<file path="src/rtl/core/sgwf_pkg.sv">
`timescale 1ns / 1ps

package sgwf_pkg;

    // window and field sizes
    localparam int MAX_TAPS    = 32;
    localparam int SAMPLE_BITS = 16;
    localparam int COEF_BITS   = 20;
    localparam int IDX_W       = $clog2(MAX_TAPS);
    localparam int TAP_CAP     = ((MAX_TAPS - 1) < 31) ? (MAX_TAPS - 1) : 31;

    localparam int PTS_W      = 5;
    localparam int POS_W      = 5;
    localparam int CMD_W      = 2;
    localparam int SEEN_W     = 6;
    localparam int RECIP_W    = 32;
    localparam int CFG_DATA_W = 32;
    localparam int REG_IDX_W  = 2;
    localparam int OUT_BITS   = 48;
    localparam int FRAC_BITS  = 16;

    localparam logic [SEEN_W-1:0] SEEN_MAX = '1;

    // stream word widths, padded to whole bytes
    localparam int S_TDATA_W = ((POS_W + COEF_BITS + SAMPLE_BITS + 7) / 8) * 8;
    localparam int M_TDATA_W = ((OUT_BITS + 1 + 7) / 8) * 8;

    // datapath widths
    localparam int PROD_W     = SAMPLE_BITS + COEF_BITS;
    localparam int ACC_W      = ((PROD_W + IDX_W) < 64) ? (PROD_W + IDX_W) : 64;
    localparam int SPLIT_W    = 32;
    localparam int MAG_W      = (ACC_W > SPLIT_W) ? ACC_W : (SPLIT_W + 1);
    localparam int MH_W       = MAG_W - SPLIT_W;
    localparam int HI_W       = MH_W + RECIP_W;
    localparam int LO_W       = SPLIT_W + RECIP_W;
    localparam int RND_W      = LO_W - FRAC_BITS;
    localparam int HI_LIM_BIT = OUT_BITS - 1 - FRAC_BITS;
    localparam int MAG2_W     = (MAG_W > (OUT_BITS + 1)) ? MAG_W : (OUT_BITS + 1);

    localparam logic [LO_W-1:0]   RND_HALF = LO_W'(1) << (FRAC_BITS - 1);
    localparam logic [MAG2_W-1:0] OVF_MAG  = MAG2_W'(1) << OUT_BITS;
    localparam logic [MAG2_W-1:0] LIM_NEG  = MAG2_W'(1) << (OUT_BITS - 1);
    localparam logic [MAG2_W-1:0] LIM_POS  = LIM_NEG - MAG2_W'(1);

    typedef enum logic [1:0] {
        S_IDLE,
        S_ROT,
        S_WAIT
    } state_t;

    typedef enum logic [CMD_W-1:0] {
        CMD_LOAD = 2'd0,
        CMD_PUSH = 2'd1,
        CMD_END  = 2'd2
    } cmd_t;

    typedef enum logic [REG_IDX_W-1:0] {
        REG_LEFT  = 2'd0,
        REG_RIGHT = 2'd1,
        REG_DERIV = 2'd2,
        REG_RECIP = 2'd3
    } reg_idx_t;

    typedef struct packed {
        logic shift;
        logic rotate;
        logic clear;
    } cell_ctl_t;

    typedef struct packed {
        logic vld;
        logic en;
        logic first;
        logic last;
    } mac_ctl_t;

    typedef struct packed {
        logic                vld;
        logic                sat;
        logic [OUT_BITS-1:0] value;
    } mac_res_t;

endpackage

</file>
<file path="src/rtl/core/sgwf_mac.sv">
`timescale 1ns / 1ps

module sgwf_mac (
    input  logic                                    aclk,
    input  logic                                    aresetn,
    input  sgwf_pkg::mac_ctl_t                      ctl,
    input  logic signed [sgwf_pkg::SAMPLE_BITS-1:0] op_samp,
    input  logic signed [sgwf_pkg::COEF_BITS-1:0]   op_coef,
    input  logic                                    deriv_mode,
    input  logic [sgwf_pkg::RECIP_W-1:0]            recip_step,
    input  logic                                    res_take,
    output sgwf_pkg::mac_res_t                      res
);
    import sgwf_pkg::*;

    // operand stage
    mac_ctl_t                      s1_ctl_reg;
    logic signed [SAMPLE_BITS-1:0] s1_samp_reg;
    logic signed [COEF_BITS-1:0]   s1_coef_reg;

    // product stage
    logic                     s2_vld_reg, s2_first_reg, s2_last_reg;
    logic signed [PROD_W-1:0] prod_reg, prod_next;

    // accumulator
    logic signed [ACC_W-1:0] acc_reg, acc_next, acc_base, prod_ext;
    logic                    done_reg;
    logic [ACC_W-1:0]        acc_abs;

    // magnitude
    logic             va_reg, neg_a_reg;
    logic [MAG_W-1:0] mag_a_reg;

    // split multiply by the reciprocal step
    logic             vb_reg, neg_b_reg;
    logic [MAG_W-1:0] mag_b_reg;
    logic [HI_W-1:0]  hi_reg, hi_next;
    logic [LO_W-1:0]  lo_reg, lo_next, lo_rnd;

    // rounding
    logic                  vc_reg, neg_c_reg, ovf_c_reg;
    logic [MAG_W-1:0]      mag_c_reg;
    logic [HI_LIM_BIT-1:0] hilo_c_reg;
    logic [RND_W-1:0]      rnd_c_reg;

    // scaled magnitude
    logic              vd_reg, neg_d_reg;
    logic [MAG2_W-1:0] mag2_reg, mag2_next, lim;

    // result, held until taken
    logic                res_vld_reg, res_sat_reg, sat_next;
    logic [OUT_BITS-1:0] res_val_reg, val_next, mag_out;

    always_comb begin
        // keep the multiply signed: operands sign-extend to the product width
        if (s1_ctl_reg.en) begin
            prod_next = s1_samp_reg * s1_coef_reg;
        end else begin
            prod_next = '0;
        end
        prod_ext  = ACC_W'(prod_reg);
        acc_base  = s2_first_reg ? '0 : acc_reg;
        acc_next  = acc_base + prod_ext;
        acc_abs   = acc_reg[ACC_W-1] ? (~acc_reg + 1'b1) : acc_reg;
        hi_next   = mag_a_reg[MAG_W-1:SPLIT_W] * recip_step;
        lo_next   = mag_a_reg[SPLIT_W-1:0] * recip_step;
        lo_rnd    = lo_reg + RND_HALF;
    end

    always_comb begin
        if (!deriv_mode) begin
            mag2_next = MAG2_W'(mag_c_reg);
        end else if (ovf_c_reg) begin
            mag2_next = OVF_MAG;
        end else begin
            mag2_next = MAG2_W'({hilo_c_reg, {FRAC_BITS{1'b0}}}) + MAG2_W'(rnd_c_reg);
        end
    end

    always_comb begin
        lim      = neg_d_reg ? LIM_NEG : LIM_POS;
        sat_next = (mag2_reg > lim);
        mag_out  = sat_next ? lim[OUT_BITS-1:0] : mag2_reg[OUT_BITS-1:0];
        val_next = neg_d_reg ? (~mag_out + 1'b1) : mag_out;
    end

    always_ff @(posedge aclk) begin
        if (!aresetn) begin
            s1_ctl_reg   <= '0;
            s2_vld_reg   <= 1'b0;
            done_reg     <= 1'b0;
            va_reg       <= 1'b0;
            vb_reg       <= 1'b0;
            vc_reg       <= 1'b0;
            vd_reg       <= 1'b0;
            res_vld_reg  <= 1'b0;
        end else begin
            s1_ctl_reg   <= ctl;
            s2_vld_reg   <= s1_ctl_reg.vld;
            done_reg     <= s2_vld_reg && s2_last_reg;
            va_reg       <= done_reg;
            vb_reg       <= va_reg;
            vc_reg       <= vb_reg;
            vd_reg       <= vc_reg;
            if (vd_reg) begin
                res_vld_reg <= 1'b1;
            end else if (res_take) begin
                res_vld_reg <= 1'b0;
            end
        end
    end

    always_ff @(posedge aclk) begin
        s1_samp_reg  <= op_samp;
        s1_coef_reg  <= op_coef;
        prod_reg     <= prod_next;
        s2_first_reg <= s1_ctl_reg.first;
        s2_last_reg  <= s1_ctl_reg.last;
        if (s2_vld_reg) begin
            acc_reg <= acc_next;
        end
        neg_a_reg  <= acc_reg[ACC_W-1];
        mag_a_reg  <= MAG_W'(acc_abs);
        neg_b_reg  <= neg_a_reg;
        mag_b_reg  <= mag_a_reg;
        hi_reg     <= hi_next;
        lo_reg     <= lo_next;
        neg_c_reg  <= neg_b_reg;
        mag_c_reg  <= mag_b_reg;
        ovf_c_reg  <= |hi_reg[HI_W-1:HI_LIM_BIT];
        hilo_c_reg <= hi_reg[HI_LIM_BIT-1:0];
        rnd_c_reg  <= lo_rnd[LO_W-1:FRAC_BITS];
        neg_d_reg  <= neg_c_reg;
        mag2_reg   <= mag2_next;
        if (vd_reg) begin
            res_sat_reg <= sat_next;
            res_val_reg <= val_next;
        end
    end

    assign res.vld   = res_vld_reg;
    assign res.sat   = res_sat_reg;
    assign res.value = res_val_reg;

endmodule
</file>
<file path="config.mk">
export PLATFORM = sky130hd
export DESIGN_NAME = sgwf_mac
export DESIGN_NICKNAME = d
export VERILOG_FILES = /design/src/rtl/core/sgwf_pkg.sv /design/src/rtl/core/sgwf_mac.sv
export SDC_FILE = /design/constraint.sdc
export NUM_CORES = 2
export LEC_CHECK = 0
export BUFFER_PORTS_ARGS = -buffer_cell sky130_fd_sc_hd__buf_4
export CORE_MARGIN = 3
export CORE_UTILIZATION = 30
export CTS_CLUSTER_SIZE = 40
export DETAILED_ROUTE_END_ITERATION = 7
export GPL_TIMING_DRIVEN = 0
export HOLD_SLACK_MARGIN = 0.05
export SETUP_SLACK_MARGIN = 0.2
export SLEW_MARGIN = 40
export SYNTH_ARGS = -nofsm -noshare
export SYNTH_HDL_FRONTEND = slang
export SYNTH_SLANG_ARGS = --single-unit
</file>
<file path="constraint.sdc">
create_clock -name aclk -period 12.2 [get_ports aclk]
set_input_delay 1.22 -clock aclk [delete_from_list [all_inputs] [get_ports aclk]]
set_output_delay 1.22 -clock aclk [all_outputs]
set_load 0.005 [all_outputs]
</file>
==> flow_summary.json <==
{
  "pre_cts_slack_ns": 1.91,
  "clock_skew_ns": 0.0591,
  "synth_top_area_share_pct": 38.8,
  "synthCells": 7865,
  "yosys.cell_types.count": 80,
  "grt_pass1_wl_mm": 384,
  "ctsResizeCount": 0,
  "arrival_ns": 10.32,
  "maxCapViolCount": 0,
  "tightestPinTransition_ns": 1.00,
  "synth-main-ff-cell": "dfxtp_1",
  "drc": 0,
  "slowest_stage": "dfxtp_1",
  "crit_top_cell": "fa_1",
  "async_flop_share_pct": 0,
  "hpwlAfterDp_mm": 218,
  "min_period_ns": 9.78,
  "antenna_found_initial": 33,
  "ys_warn_count": 0,
  "tns_ns": 0,
  "cts-root-buf": "clkbuf_16",
  "dpl-instance-area_mm2": 0.0788,
  "status": "finished, final reports clean",
  "vias_per_cell": 4.91,
  "fillers": 25100,
  "routed_wirelength_mm": 257,
  "stdcell_count": 11300,
  "ios": 126,
  "final_nets": 10100,
  "htree_num_levels": 2,
  "place_inst": 11200,
  "ant_nets": 0,
  "rows": 181,
  "hold_violations": 0,
  "final_cell_area_mm2": 0.0808,
  "min_path_type": "reg -> reg",
  "cts_made_buffers": 55,
  "finalCritPeriodShare_pct": 80.2,
  "crit_family": "adder cells",
  "fmaxAchievable_ghz": 0.102,
  "die_height_um": 501,
  "globalRouteOverflowTotal": 0,
  "drive_gt1_share_pct": 4.59,
  "crit_required_ns": 12.74,
  "ctsLongestPathBuffers": 3,
  "critPathKind": "reg -> reg",
  "syn_area_mm2": 0.0736,
  "setup_violations": 0,
  "syn_avg_cell_area_um2": 9.36,
  "wl_per_cell_um": 22.7,
  "crit_path_start_kind": "register",
  "ys_ff_latch": 521,
  "dr_total_vias": 55600,
  "grt_max_degree": 50,
  "cts_sinks": 521,
  "endpoint_kind": "register",
  "synth-seq-area-share_pct": 15.4,
  "rsz0062_at_grt": "no",
  "synth_largest_area_cell": "fa_1",
  "place.port_buffers": 125,
  "cp_max_fo": 11,
  "synth-edff-count": 90,
  "cts_setup_buffers": 0,
  "path_clk_slew_ns": 0.07,
  "area_growth_pct": 9.69,
  "clk_latency_ns": 0.70,
  "cp_slowest_stage_delay_ns": 0.77,
  "synthTopCellsByArea": "fa_1 39%, dfxtp_1 12%, ha_1 9.1%, inv_1 7.5%, and2_1 7.2%",
  "drt_iter0_drc": 4469,
  "dieArea_mm2": 0.251,
  "slew_headroom_pct": 33.0,
  "crit_buf_inv": 6,
  "dr.pass1.iters": 7,
  "initial_core_util_pct": 30.2,
  "grt_pass1_vias": 59300,
  "grt_use_total_pct": 20.5,
  "worst_slack_ns": 2.42,
  "core-area_mm2": 0.244,
  "drv_slew": 0,
  "cts_tree": "done",
  "cts_hold_buf": 0,
  "synth_nets": 9900,
  "place_congestion": 0.997,
  "fp.dieW_um": 501
}
cell usage after synthesis (53+ instances only):
master,instances
ha_1,533
dfxtp_1,431
nor2b_1,78
xnor2_1,191
edfxtp_1,90
inv_1,1469
and2_1,845
nor3_1,59
nor2_1,216
a21o_1,137
o21ai_0,135
clkbuf_1,370
xor2_1,72
nand3_1,72
nand4_1,53
fa_1,1426
nand2_1,955
a21oi_1,201
through the flow:
stage / util, % / hold slack, ns
3_3_place_gp: 32.2 / 0.310
4_1_cts: 33.1 / 0.318
6_report: 33.1 / 0.324
3_5_place_dp: 32.3 / 0.312
2_1_floorplan: - / 0.310
5_1_grt: 33.1 / 0.329
placed cells by master (no fill, tap or decap), types with 78 or more instances in the layout:
master,n
nand2_1,955
ha_1,532
o21ai_0,134
clkbuf_2,98
clkbuf_1,284
nor2b_1,78
and2_1,845
inv_1,1469
a21o_1,137
dfxtp_1,427
buf_4,130
fa_1,1426
nor2_1,215
a21oi_1,200
xnor2_1,191
edfxtp_1,90
per-layer routing:
metal,up-vias,routed length (um),track usage [%]
met2,2232,120000,34.2
met4,8,14300,9.33
li1,24500,-,-
met3,588,20800,4.14
met1,28200,102000,25.4
met5,-,55,0
cells by family (layout without fill, tap and decap cells):
| logic type | count (synthesis) | in the layout | share of synthesized area [%] |
|---|---|---|---|
| fa+ha+maj | 1959 | 1959 | 47.8 |
| xor+xnor | 263 | 263 | 3.13 |
| mux | 8 | 8 | 0.109 |
| flops | 521 | 521 | 15.4 |
| compound gates | 799 | 799 | 7.20 |
| other cells | 0 | 13 | 0 |
| buf+inv | 1852 | 2085 | 9.46 |
| simple gates | 2463 | 2463 | 16.9 |
worst reg2reg max path, delay by kind of cell (launching register included):
family          cells  cell delay (ns)
compound gates      8             2.60
xor+xnor            1             0.35
fa+ha+maj           9             4.17
buf+inv             6             1.15
flops               1             0.77
simple gates        2             0.66
path summary, 6_finish.rpt:
path / start / to / slack (ns) / cells past startpoint
worst max-delay path: mag_a_reg[10] / lo_reg[52] / 2.42 / 26
worst min register to register: mag_b_reg[10] / mag_c_reg[10] / 0.32 / 0
worst min-delay path: mag_b_reg[10] / mag_c_reg[10] / 0.32 / 0
worst max register to register: mag_a_reg[10] / lo_reg[52] / 2.42 / 26
cell type report:
cell class	count	area, um^2	area share, %
Tap cell	3202	4010	4.96
Clock buffer	80	1620	2.01
Buffer	378	1550	1.92
Inverter	1474	5530	6.85
Sequential cell	521	11300	14.0
Multi-Input combinational cell	5492	55400	68.6
Clock inverter	21	259	0.321
Timing Repair Buffer	132	1030	1.28
Antenna cell	13	32.5	0.0403
Power is left out: the tool's default activity adds up to more than one toggle a clock period on the data nets, which glitch-free logic cannot reach.
