### src/rtl/core/sgwf_pkg.sv
`timescale 1ns / 1ps

package sgwf_pkg;

    // window and field sizes
    localparam int MAX_TAPS    = 32;
    localparam int SAMPLE_BITS = 16;
    localparam int COEF_BITS   = 20;
    localparam int IDX_W       = $clog2(MAX_TAPS);
    localparam int TAP_CAP     = ((MAX_TAPS - 1) < 31) ? (MAX_TAPS - 1) : 31;

    localparam int PTS_W      = 5;
    localparam int POS_W      = 5;
    localparam int CMD_W      = 2;
    localparam int SEEN_W     = 6;
    localparam int RECIP_W    = 32;
    localparam int CFG_DATA_W = 32;
    localparam int REG_IDX_W  = 2;
    localparam int OUT_BITS   = 48;
    localparam int FRAC_BITS  = 16;

    localparam logic [SEEN_W-1:0] SEEN_MAX = '1;

    // stream word widths, padded to whole bytes
    localparam int S_TDATA_W = ((POS_W + COEF_BITS + SAMPLE_BITS + 7) / 8) * 8;
    localparam int M_TDATA_W = ((OUT_BITS + 1 + 7) / 8) * 8;

    // datapath widths
    localparam int PROD_W     = SAMPLE_BITS + COEF_BITS;
    localparam int ACC_W      = ((PROD_W + IDX_W) < 64) ? (PROD_W + IDX_W) : 64;
    localparam int SPLIT_W    = 32;
    localparam int MAG_W      = (ACC_W > SPLIT_W) ? ACC_W : (SPLIT_W + 1);
    localparam int MH_W       = MAG_W - SPLIT_W;
    localparam int HI_W       = MH_W + RECIP_W;
    localparam int LO_W       = SPLIT_W + RECIP_W;
    localparam int RND_W      = LO_W - FRAC_BITS;
    localparam int HI_LIM_BIT = OUT_BITS - 1 - FRAC_BITS;
    localparam int MAG2_W     = (MAG_W > (OUT_BITS + 1)) ? MAG_W : (OUT_BITS + 1);

    localparam logic [LO_W-1:0]   RND_HALF = LO_W'(1) << (FRAC_BITS - 1);
    localparam logic [MAG2_W-1:0] OVF_MAG  = MAG2_W'(1) << OUT_BITS;
    localparam logic [MAG2_W-1:0] LIM_NEG  = MAG2_W'(1) << (OUT_BITS - 1);
    localparam logic [MAG2_W-1:0] LIM_POS  = LIM_NEG - MAG2_W'(1);

    typedef enum logic [1:0] {
        S_IDLE,
        S_ROT,
        S_WAIT
    } state_t;

    typedef enum logic [CMD_W-1:0] {
        CMD_LOAD = 2'd0,
        CMD_PUSH = 2'd1,
        CMD_END  = 2'd2
    } cmd_t;

    typedef enum logic [REG_IDX_W-1:0] {
        REG_LEFT  = 2'd0,
        REG_RIGHT = 2'd1,
        REG_DERIV = 2'd2,
        REG_RECIP = 2'd3
    } reg_idx_t;

    typedef struct packed {
        logic shift;
        logic rotate;
        logic clear;
    } cell_ctl_t;

    typedef struct packed {
        logic vld;
        logic en;
        logic first;
        logic last;
    } mac_ctl_t;

    typedef struct packed {
        logic                vld;
        logic                sat;
        logic [OUT_BITS-1:0] value;
    } mac_res_t;

endpackage

### src/rtl/core/sgwf_cell.sv
`timescale 1ns / 1ps

module sgwf_cell (
    input  logic                                 aclk,
    input  logic                                 aresetn,
    input  sgwf_pkg::cell_ctl_t                  ctl,
    input  logic                                 coef_we,
    input  logic signed [sgwf_pkg::COEF_BITS-1:0]   coef_wdata,
    input  logic signed [sgwf_pkg::SAMPLE_BITS-1:0] samp_shift_in,
    input  logic signed [sgwf_pkg::SAMPLE_BITS-1:0] samp_rot_in,
    input  logic signed [sgwf_pkg::COEF_BITS-1:0]   coef_rot_in,
    output logic signed [sgwf_pkg::SAMPLE_BITS-1:0] samp_q,
    output logic signed [sgwf_pkg::COEF_BITS-1:0]   coef_q
);
    import sgwf_pkg::*;

    logic signed [SAMPLE_BITS-1:0] samp_reg, samp_next;
    logic signed [COEF_BITS-1:0]   coef_reg, coef_next;

    // samples: shift up on push, rotate down during a pass
    always_comb begin
        samp_next = samp_reg;
        if (ctl.clear) begin
            samp_next = '0;
        end else if (ctl.shift) begin
            samp_next = samp_shift_in;
        end else if (ctl.rotate) begin
            samp_next = samp_rot_in;
        end
    end

    // coefficients rotate up during a pass, opposite to the samples
    always_comb begin
        coef_next = coef_reg;
        if (coef_we) begin
            coef_next = coef_wdata;
        end else if (ctl.rotate) begin
            coef_next = coef_rot_in;
        end
    end

    always_ff @(posedge aclk) begin
        if (!aresetn) begin
            samp_reg <= '0;
        end else begin
            samp_reg <= samp_next;
        end
    end

    always_ff @(posedge aclk) begin
        coef_reg <= coef_next;
    end

    assign samp_q = samp_reg;
    assign coef_q = coef_reg;

endmodule

### config.mk
export PLATFORM = sky130hd
export DESIGN_NAME = sgwf_cell
export DESIGN_NICKNAME = d
export VERILOG_FILES = /design/src/rtl/core/sgwf_pkg.sv /design/src/rtl/core/sgwf_cell.sv
export SDC_FILE = /design/constraint.sdc
export NUM_CORES = 1
export LEC_CHECK = 0
export ABC_AREA = 1
export BUFFER_PORTS_ARGS = -buffer_cell sky130_fd_sc_hd__buf_2
export CAP_MARGIN = 5
export CORE_ASPECT_RATIO = 1.2
export CORE_MARGIN = 2
export CORE_UTILIZATION = 44
export CTS_CLUSTER_SIZE = 8
export DETAILED_ROUTE_END_ITERATION = 8
export GPL_ROUTABILITY_DRIVEN = 0
export GPL_TIMING_DRIVEN = 1
export PLACE_DENSITY = 0.91
export SLEW_MARGIN = 30
export SYNTH_ARGS = -nofsm -noshare
export SYNTH_HDL_FRONTEND = slang
export SYNTH_SLANG_ARGS = --single-unit
### constraint.sdc
create_clock -name aclk -period 2.35 [get_ports aclk]
set_input_delay 0.5875 -clock aclk [delete_from_list [all_inputs] [get_ports aclk]]
set_output_delay 0.5875 -clock aclk [all_outputs]
set_load 0.02 [all_outputs]
==> impl_metrics.ini, run 1 <==
[run_status]
outcome = completed

[power]
p_int_w = 0.001033
clockPowerShare_pct = 27.8
p_sw_share_pct = 26.58
p_sw_w = 0.0003739
leakage_nw = 1.359
pwr-share-comb_pct = 20.0
powerDensity_mw_per_mm2 = 608.7
pwr-share-seq_pct = 52.2
ir_drop_uv = 327.9

[worst_setup_path]
cp_slowest_stage_delay_ps = 480
timing.rr.end = samp_q[3]
path_buf_inv = 1
crit-reg2reg-launch = samp_q[3]
cp.required_ps = 2270
path_depth = 2
cpMaxStageDelayCell = or2_2
crit_type = input pin to flop
reg2regPathDepth = 4
end_kind = flop
critPathTopFamily = simple AND/OR/NAND/NOR gates
reg2reg_slack_ps = 1710
crit_chain = buf_2, or2_2
crit_fanout = 22
critPathArrivalTime_ps = 1370
start_kind = input pin

[clock_tree]
clkTransAtPathRegs_ps = 70
cts_buffers = 5
tritoncts = yes
clock-root-buffer = clkbuf_8
cts.sinks = 36
htreeDepth = 2
cts_hold_buffers = 0
post-cts-setup-buffers = 0
clk_latency_ps = 270
clockBufferDepth = 2
ctsResizeCount = 0

[synthesis]
ys_types = 13
synthTopCellsByArea = edfxtp_1 (36%), nand2_1 (24%), dfxtp_1 (19%), nand3_1 (9.6%), inv_1 (4.1%)
yosysTopAreaCell = edfxtp_1
seq_area_frac_synth_pct = 55.21
ys_warn_count = 0
synthCells = 209
async_flop_share_pct = 0
syn_area_mm2 = 0.001668
synth_edf_count = 20
yosysMostFrequentCell = nand2_1
synthFlopType = edfxtp_1
synth.top_cell.area_share_pct = 36.01
syn_area_per_cell_um2 = 7.980
synth_seq_cells = 36
synthTopCellsByCount = nand2_1 (108), nand3_1 (32), edfxtp_1 (20)
synth_fp_nets = 287

[floorplan]
die_area_mm2 = 0.004301
die_height_um = 71.45
ioPinCount = 114
start_util_pct = 45.90
fp.dieW_um = 60.21
core_area_mm2 = 0.003633
rows = 24

[sta]
setup_ws_ps = 900.0
fmax_ghz = 0.6897
setup_violations = 0
fin_crit_sh_pct = 61.70
fin_crit_ps = 1450
fin_skew_ps = 0
worst_pin_slew_ps = 560.8
slew_headroom_pct = 62.57
timing.setup.tns_ps = 0
drv_slew = 0
rsz0062_at_grt = false
finalHoldViolCount = 0

[global_route]
overflow = 0
grt_pass1_wl_um = 6072
grtUsageTotal_pct = 18.85
grt_pass1_vias = 1513
antenna_found_initial = 0
grt_max_degree = 23

[finish]
finalInstanceArea_mm2 = 0.002311
fill_cells = 330
area_delta_synth_final_pct = 38.56
diodes = 0
fin_util_pct = 63.60
drive_above_1_share_pct = 38.75
final_net_count = 398

[drt]
wl_per_cell_um = 10.46
drt_wl_total_um = 3892
viasPerCell = 4.476
via_count = 1665
final_antenna_net_count = 0
post-route-drc-count = 0
first_pass_iters = 4
drtIter0Drc = 63

[min_path]
holdPathStages = 4
min-delay-start = samp_q[2]
hold_class = flop to flop
whs_endpoint = samp_q[2]

[placed_design]
portBuffers = 113
hpwl_um = 3049
placed_cell_area_mm2 = 0.002233
place_ws_ps = 602.6

[run]
maxCapViolations = 0
## power by group through the flow
| stage | logic (W) | clock network [W] | registers [W] |
|---|---|---|---|
| 2_1_floorplan | 0.0000966 | 0 | 0.000816 |
| 3_3_place_gp | 0.000279 | 0 | 0.000747 |
| 3_5_place_dp | 0.000284 | 0 | 0.000748 |
| 4_1_cts | 0.000285 | 0.000408 | 0.000735 |
| 5_1_grt | 0.000310 | 0.000436 | 0.000738 |
| 6_report | 0.000282 | 0.000391 | 0.000734 |
## sequential cells by signal (all words and copies together), names as in the netlist
register	flops
coef_q	20
samp_q	16
## metrics by stage
stage          power [W]  hold slack [ps]  std cells
6_report        0.001407            531.7        372
5_1_grt         0.001484            572.9        372
4_1_cts         0.001427            534.7        372
3_5_place_dp    0.001032            517.3        365
3_3_place_gp    0.001026            514.9        365
2_1_floorplan  0.0009122            613.7        209
## cell usage in the layout, fill, tap and decap left out, drive strengths merged
cell,synthesis,final
dfxtp,16,16
nand2,108,108
or2,1,1
nor2,2,2
buf,7,115
nand3,32,32
edfxtp,20,20
clkinv,0,1
clkbuf,4,6
inv,19,19
## cell families after synthesis
| kind of cell | synth area share (%) |
|---|---|
| flip-flops | 55.21 |
| buffers and inverters | 9.076 |
| AND/OR/NAND/NOR | 35.71 |
## worst max-delay path by stage
stage	startpoint	endpoint	slack [ps]
finish	coef_we	coef_q[11]	900
global route	coef_we	coef_q[3]	790
CTS	coef_we	coef_q[18]	910
detailed placement	coef_we	coef_q[10]	600
global placement	coef_we	coef_q[11]	640
floorplan	ctl[1]	coef_q[0]	720
## layout make-up
class / count / area [um2] / area share [%]
Timing Repair Buffer: 115 / 580.6 / 25.12
Multi-Input combinational cell: 143 / 595.6 / 25.77
Clock inverter: 1 / 5.005 / 0.2166
Inverter: 19 / 71.32 / 3.086
Clock buffer: 6 / 72.57 / 3.140
Tap cell: 52 / 65.06 / 2.815
Sequential cell: 36 / 920.9 / 39.85
## per-layer routing
metal	vias up	track usage (%)	part of all wire, %
met3	2	5.957	8.0
met2	81	36.35	54
met1	712	17.47	37
met5	-	0	0
met4	0	7.160	0.59
li1	870	-	-
Power figures use the tool's default switching activity.
==> inputs of run 2 (changes only) <==
--- a/config.mk
+++ b/config.mk
@@ -10,12 +10,12 @@
 export CAP_MARGIN = 5
 export CORE_ASPECT_RATIO = 1.2
 export CORE_MARGIN = 2
-export CORE_UTILIZATION = 44
+export CORE_UTILIZATION = 41
 export CTS_CLUSTER_SIZE = 8
 export DETAILED_ROUTE_END_ITERATION = 8
 export GPL_ROUTABILITY_DRIVEN = 0
 export GPL_TIMING_DRIVEN = 1
-export PLACE_DENSITY = 0.91
+export PLACE_DENSITY = 0.86
 export SLEW_MARGIN = 30
 export SYNTH_ARGS = -nofsm -noshare
 export SYNTH_HDL_FRONTEND = slang
==> constraint.sdc (replaced) <==
create_clock -name aclk -period 1.4 [get_ports aclk]
set_input_delay 0.35 -clock aclk [delete_from_list [all_inputs] [get_ports aclk]]
set_output_delay 0.35 -clock aclk [all_outputs]
set_load 0.02 [all_outputs]
==> impl_metrics.ini, run 2 (synthesized netlist as in run 1, its figures left out) <==
[run_status]
outcome = completed

[clock_tree]
clock-root-buffer = clkbuf_8
clkTransAtPathRegs_ps = 70
cts_buffers = 5
post-cts-setup-buffers = 0
ctsResizeCount = 0
clk_latency_ps = 270
tritoncts = yes
clockBufferDepth = 2
cts.sinks = 36
htreeDepth = 2
cts_hold_buffers = 0

[sta]
rsz0062_at_grt = false
fmax_ghz = 0.8450
fin_hold_ws_ps = 331.1
fin_crit_ps = 1183
slew_headroom_pct = 62.72
fin_crit_sh_pct = 84.53
worst_pin_slew_ps = 558.6
setup_violations = 0
drv_slew = 0
fin_skew_ps = 0
timing.setup.tns_ps = 0
setup_ws_ps = 216.6
finalHoldViolCount = 0

[worst_setup_path]
start_kind = flop
cp.required_ps = 1050
end_kind = primary output
startpoint = coef_q[8]
cp_slowest_stage_delay_ps = 380
crit-reg2reg-launch = samp_q[5]
crit_chain = buf_2
crit_type = flop to primary output
critPathArrivalTime_ps = 830
critPathTopFamily = flip-flops
crit_fanout = 1
cpMaxStageDelayCell = edfxtp_1
path_buf_inv = 1

[power]
total_power_w = 0.002394
p_int_w = 0.001744
clockPowerShare_pct = 28.6
pwr-share-comb_pct = 19.9
p_sw_w = 0.0006500
p_sw_share_pct = 27.15
powerDensity_mw_per_mm2 = 1030
leakage_nw = 1.363
ir_drop_uv = 610.5
pwr-share-seq_pct = 51.5

[finish]
largest_register_ff_count = 20
diodes = 0
final_net_count = 399
layout_commonest_cell = buf_2
area_delta_synth_final_pct = 39.31
drive_above_1_share_pct = 38.51
mostFrequentLayoutCells = buf_2 (113), nand2_1 (108), nand3_1 (32), edfxtp_1 (20), inv_1 (18)

[floorplan]
start_util_pct = 42.66
die_area_mm2 = 0.004597
die_height_um = 73.87
fp.dieW_um = 62.23
core_area_mm2 = 0.003910
rows = 25
ioPinCount = 114

[placed_design]
portBuffers = 113
place_ws_ps = 83.50
hpwl_um = 3019

[drt]
top_layer_used = met4
final_antenna_net_count = 0
drt_wl_total_um = 3950
first_pass_iters = 4
wl_met1_um = 1542
via_count = 1676
wl_met3_um = 335
wl_per_cell_um = 10.51
drtIter0Drc = 96
post-route-drc-count = 0
viasPerCell = 4.457
wl_met2_um = 2028

[global_route]
grt_max_degree = 21
overflow = 0
grt_pass1_vias = 1593
antenna_found_initial = 0
grtUsageTotal_pct = 18.06
grt_pass1_wl_um = 6458

[min_path]
min-delay-start = coef_rot_in[10]
hold_class = input pin to flop

[run]
maxCapViolations = 0
-- run 2: final cells by class --
type / count / area [um2]
Fill cell: 369 / 1587
Sequential cell: 36 / 920.9
Clock buffer: 7 / 76.32
Clock inverter: 1 / 3.754
Timing Repair Buffer: 116 / 588.1
Inverter: 19 / 71.32
Tap cell: 54 / 67.56
Multi-Input combinational cell: 143 / 595.6
-- run 2: tightest hold or removal path: cells and delay by family --
| kind | cells | cell delay [ps] |
|---|---|---|
| and+or+nand+nor | 2 | 80 |
| buffers and inverters | 1 | 70 |
-- run 2: path summary, 6_finish.rpt --
| check | slack, ps | to | depth (start not counted) |
|---|---|---|---|
| worst min-delay path | 330 | coef_q[10] | 3 |
| worst max register to register | 770 | samp_q[5] | 4 |
| worst max-delay path | 220 | coef_q[8] | 1 |
| worst min register to register | 530 | samp_q[6] | 4 |
-- run 2: metal layers --
| layer | vias to the layer above | GRT usage [%] |
|---|---|---|
| met3 | 4 | 4.594 |
| met2 | 76 | 33.94 |
| met5 | - | 0 |
| met1 | 723 | 19.20 |
| met4 | 0 | 8.395 |
| li1 | 873 | - |
-- run 2: per-stage QoR --
step           utilization, %  cell area [um2]  instances
4_1_cts                 59.42             2323        376
2_1_floorplan               -             1668        209
6_report                59.42             2323        376
5_1_grt                 59.42             2323        376
3_5_place_dp            57.38             2243        368
3_3_place_gp            57.38             2243        368
-- run 2: power groups by stage --
stage          registers, W  clock network [W]  logic (W)
5_1_grt             0.00124           0.000750   0.000526
6_report            0.00123           0.000686   0.000476
3_5_place_dp        0.00126                  0   0.000481
3_3_place_gp        0.00125                  0   0.000473
4_1_cts             0.00123           0.000710   0.000481
2_1_floorplan       0.00137                  0   0.000162
==> inputs of run 3 (changes only) <==
--- a/config.mk
+++ b/config.mk
@@ -10,12 +10,12 @@
 export CAP_MARGIN = 5
 export CORE_ASPECT_RATIO = 1.2
 export CORE_MARGIN = 2
-export CORE_UTILIZATION = 41
+export CORE_UTILIZATION = 37
 export CTS_CLUSTER_SIZE = 8
 export DETAILED_ROUTE_END_ITERATION = 8
 export GPL_ROUTABILITY_DRIVEN = 0
 export GPL_TIMING_DRIVEN = 1
-export PLACE_DENSITY = 0.86
+export PLACE_DENSITY = 0.83
 export SLEW_MARGIN = 30
 export SYNTH_ARGS = -nofsm -noshare
 export SYNTH_HDL_FRONTEND = slang
==> constraint.sdc (replaced) <==
create_clock -name aclk -period 1 [get_ports aclk]
set_input_delay 0.25 -clock aclk [delete_from_list [all_inputs] [get_ports aclk]]
set_output_delay 0.25 -clock aclk [all_outputs]
set_load 0.02 [all_outputs]
==> impl_metrics.ini, run 3 (synthesized netlist as in run 1, its figures left out) <==
[run_status]
outcome = finished with violations
violations = setup timing

[global_route]
overflow = 0
grt_pass1_vias = 1680
grt_pass1_wl_um = 6886
grtUsageTotal_pct = 17.43
antenna_found_initial = 0
grt_max_degree = 21

[finish]
fin_cells = 382
drive_above_1_share_pct = 44.79
mostFrequentLayoutCells = nand2_1 (108), buf_2 (81), nand3_1 (32), buf_6 (32), edfxtp_1 (20)
area_delta_synth_final_pct = 56.41
final_net_count = 404
layout_commonest_cell = nand2_1
largest_register_ff_count = 20
fin_util_pct = 60.75
diodes = 0

[sta]
fin_crit_ps = 1072
slew_headroom_pct = 81.56
setup_violations = 20
fin_hold_ws_ps = 233.8
fin_crit_sh_pct = 107.2
fin_skew_ps = 0
drv_slew = 0
worst_pin_slew_ps = 276.6
setup_ws_ps = -72.35
fmax_ghz = 0.9325
finalHoldViolCount = 0
timing.setup.tns_ps = -1060
rsz0062_at_grt = true

[floorplan]
fp.dieW_um = 65.29
rows = 26
ioPinCount = 114
die_area_mm2 = 0.005063
die_height_um = 77.55
start_util_pct = 38.84
core_area_mm2 = 0.004294

[clock_tree]
clockBufferDepth = 2
ctsResizeCount = 54
cts_hold_buffers = 0
clkTransAtPathRegs_ps = 70
cts.sinks = 36
cts_buffers = 5
clock-root-buffer = clkbuf_8
htreeDepth = 2
clk_latency_ps = 270
tritoncts = yes
post-cts-setup-buffers = 0

[drt]
first_pass_iters = 6
final_antenna_net_count = 0
viasPerCell = 4.461
wl_per_cell_um = 11.32
drt_wl_total_um = 4324
drtIter0Drc = 65
post-route-drc-count = 0
via_count = 1704

[min_path]
whs_endpoint = coef_q[18]
min-delay-start = coef_rot_in[18]
hold_class = input pin to flop
holdPathStages = 3

[placed_design]
hpwl_um = 3135
portBuffers = 113
place_inst = 375

[worst_setup_path]
critPathTopFamily = flip-flops
start_kind = flop
end_kind = primary output
timing.rr.end = samp_q[5]
crit_fanout = 1
crit_chain = buf_6
cp_slowest_stage_delay_ps = 390
cpMaxStageDelayCell = edfxtp_1
reg2regPathDepth = 4
path_buf_inv = 1
cp.required_ps = 750
crit-reg2reg-launch = samp_q[5]
crit_type = flop to primary output
reg2reg_slack_ps = 330
critPathArrivalTime_ps = 820

[power]
powerDensity_mw_per_mm2 = 1345
ir_drop_uv = 806.2
total_power_w = 0.003507
leakage_nw = 1.451

[run]
maxCapViolations = 0
-- run 3: cell count changes in the layout (fill, tap and decap cells not counted) --
| cell | previous run | this run |
|---|---|---|
| clkinv_2 | 0 | 1 |
| buf_6 | 0 | 32 |
| clkinv_1 | 1 | 0 |
| or2_2 | 1 | 0 |
| dfxtp_2 | 0 | 16 |
| clkbuf_1 | 2 | 1 |
| buf_4 | 3 | 6 |
| buf_12 | 0 | 2 |
| dfxtp_1 | 16 | 0 |
| buf_2 | 113 | 81 |
| or2_4 | 0 | 1 |
-- run 3: area by class of cell --
cell class | instances | area, um2
Clock buffer | 6 | 72.57
Sequential cell | 36 | 940.9
Tap cell | 56 | 70.07
Clock inverter | 1 | 5.005
Timing Repair Buffer | 121 | 850.8
Inverter | 19 | 71.32
Fill cell | 401 | 1685
Multi-Input combinational cell | 143 | 598.1
-- run 3: how the worst max path moves through the flow --
stage	cells past startpoint	endpoint	slack [ps]	from
final	1	coef_q[0]	-70	coef_q[0]
after global routing	1	coef_q[0]	-130	coef_q[0]
after CTS	1	coef_q[19]	-90	coef_q[19]
after detailed placement	2	coef_q[11]	-60	ctl[1]
after global placement	2	coef_q[10]	-30	ctl[1]
after floorplan	3	coef_q[0]	-90	ctl[1]
-- run 3: where the power goes --
| group | switching, W | internal, W |
|---|---|---|
| Clock | 0.000466 | 0.000473 |
| Sequential | 0.0000542 | 0.00170 |
| Combinational | 0.000413 | 0.000401 |
-- run 3: layer usage --
metal | GRT usage (%) | vias up | part of all wire (%) | routed length [um]
li1 | - | 886 | - | -
met1 | 16.98 | 736 | 37 | 1603
met2 | 33.57 | 78 | 55 | 2383
met3 | 6.377 | 4 | 6.9 | 299
met4 | 4.583 | 0 | 0.88 | 38
met5 | 0 | - | 0 | 0
-- run 3: stage by stage --
stage	instance area [um2]	worst slack, ps
2_1_floorplan	1690	-93.77
3_3_place_gp	2311	-28.46
3_5_place_dp	2311	-60.31
4_1_cts	2529	-92.62
5_1_grt	2609	-127.7
6_report	2609	-72.35
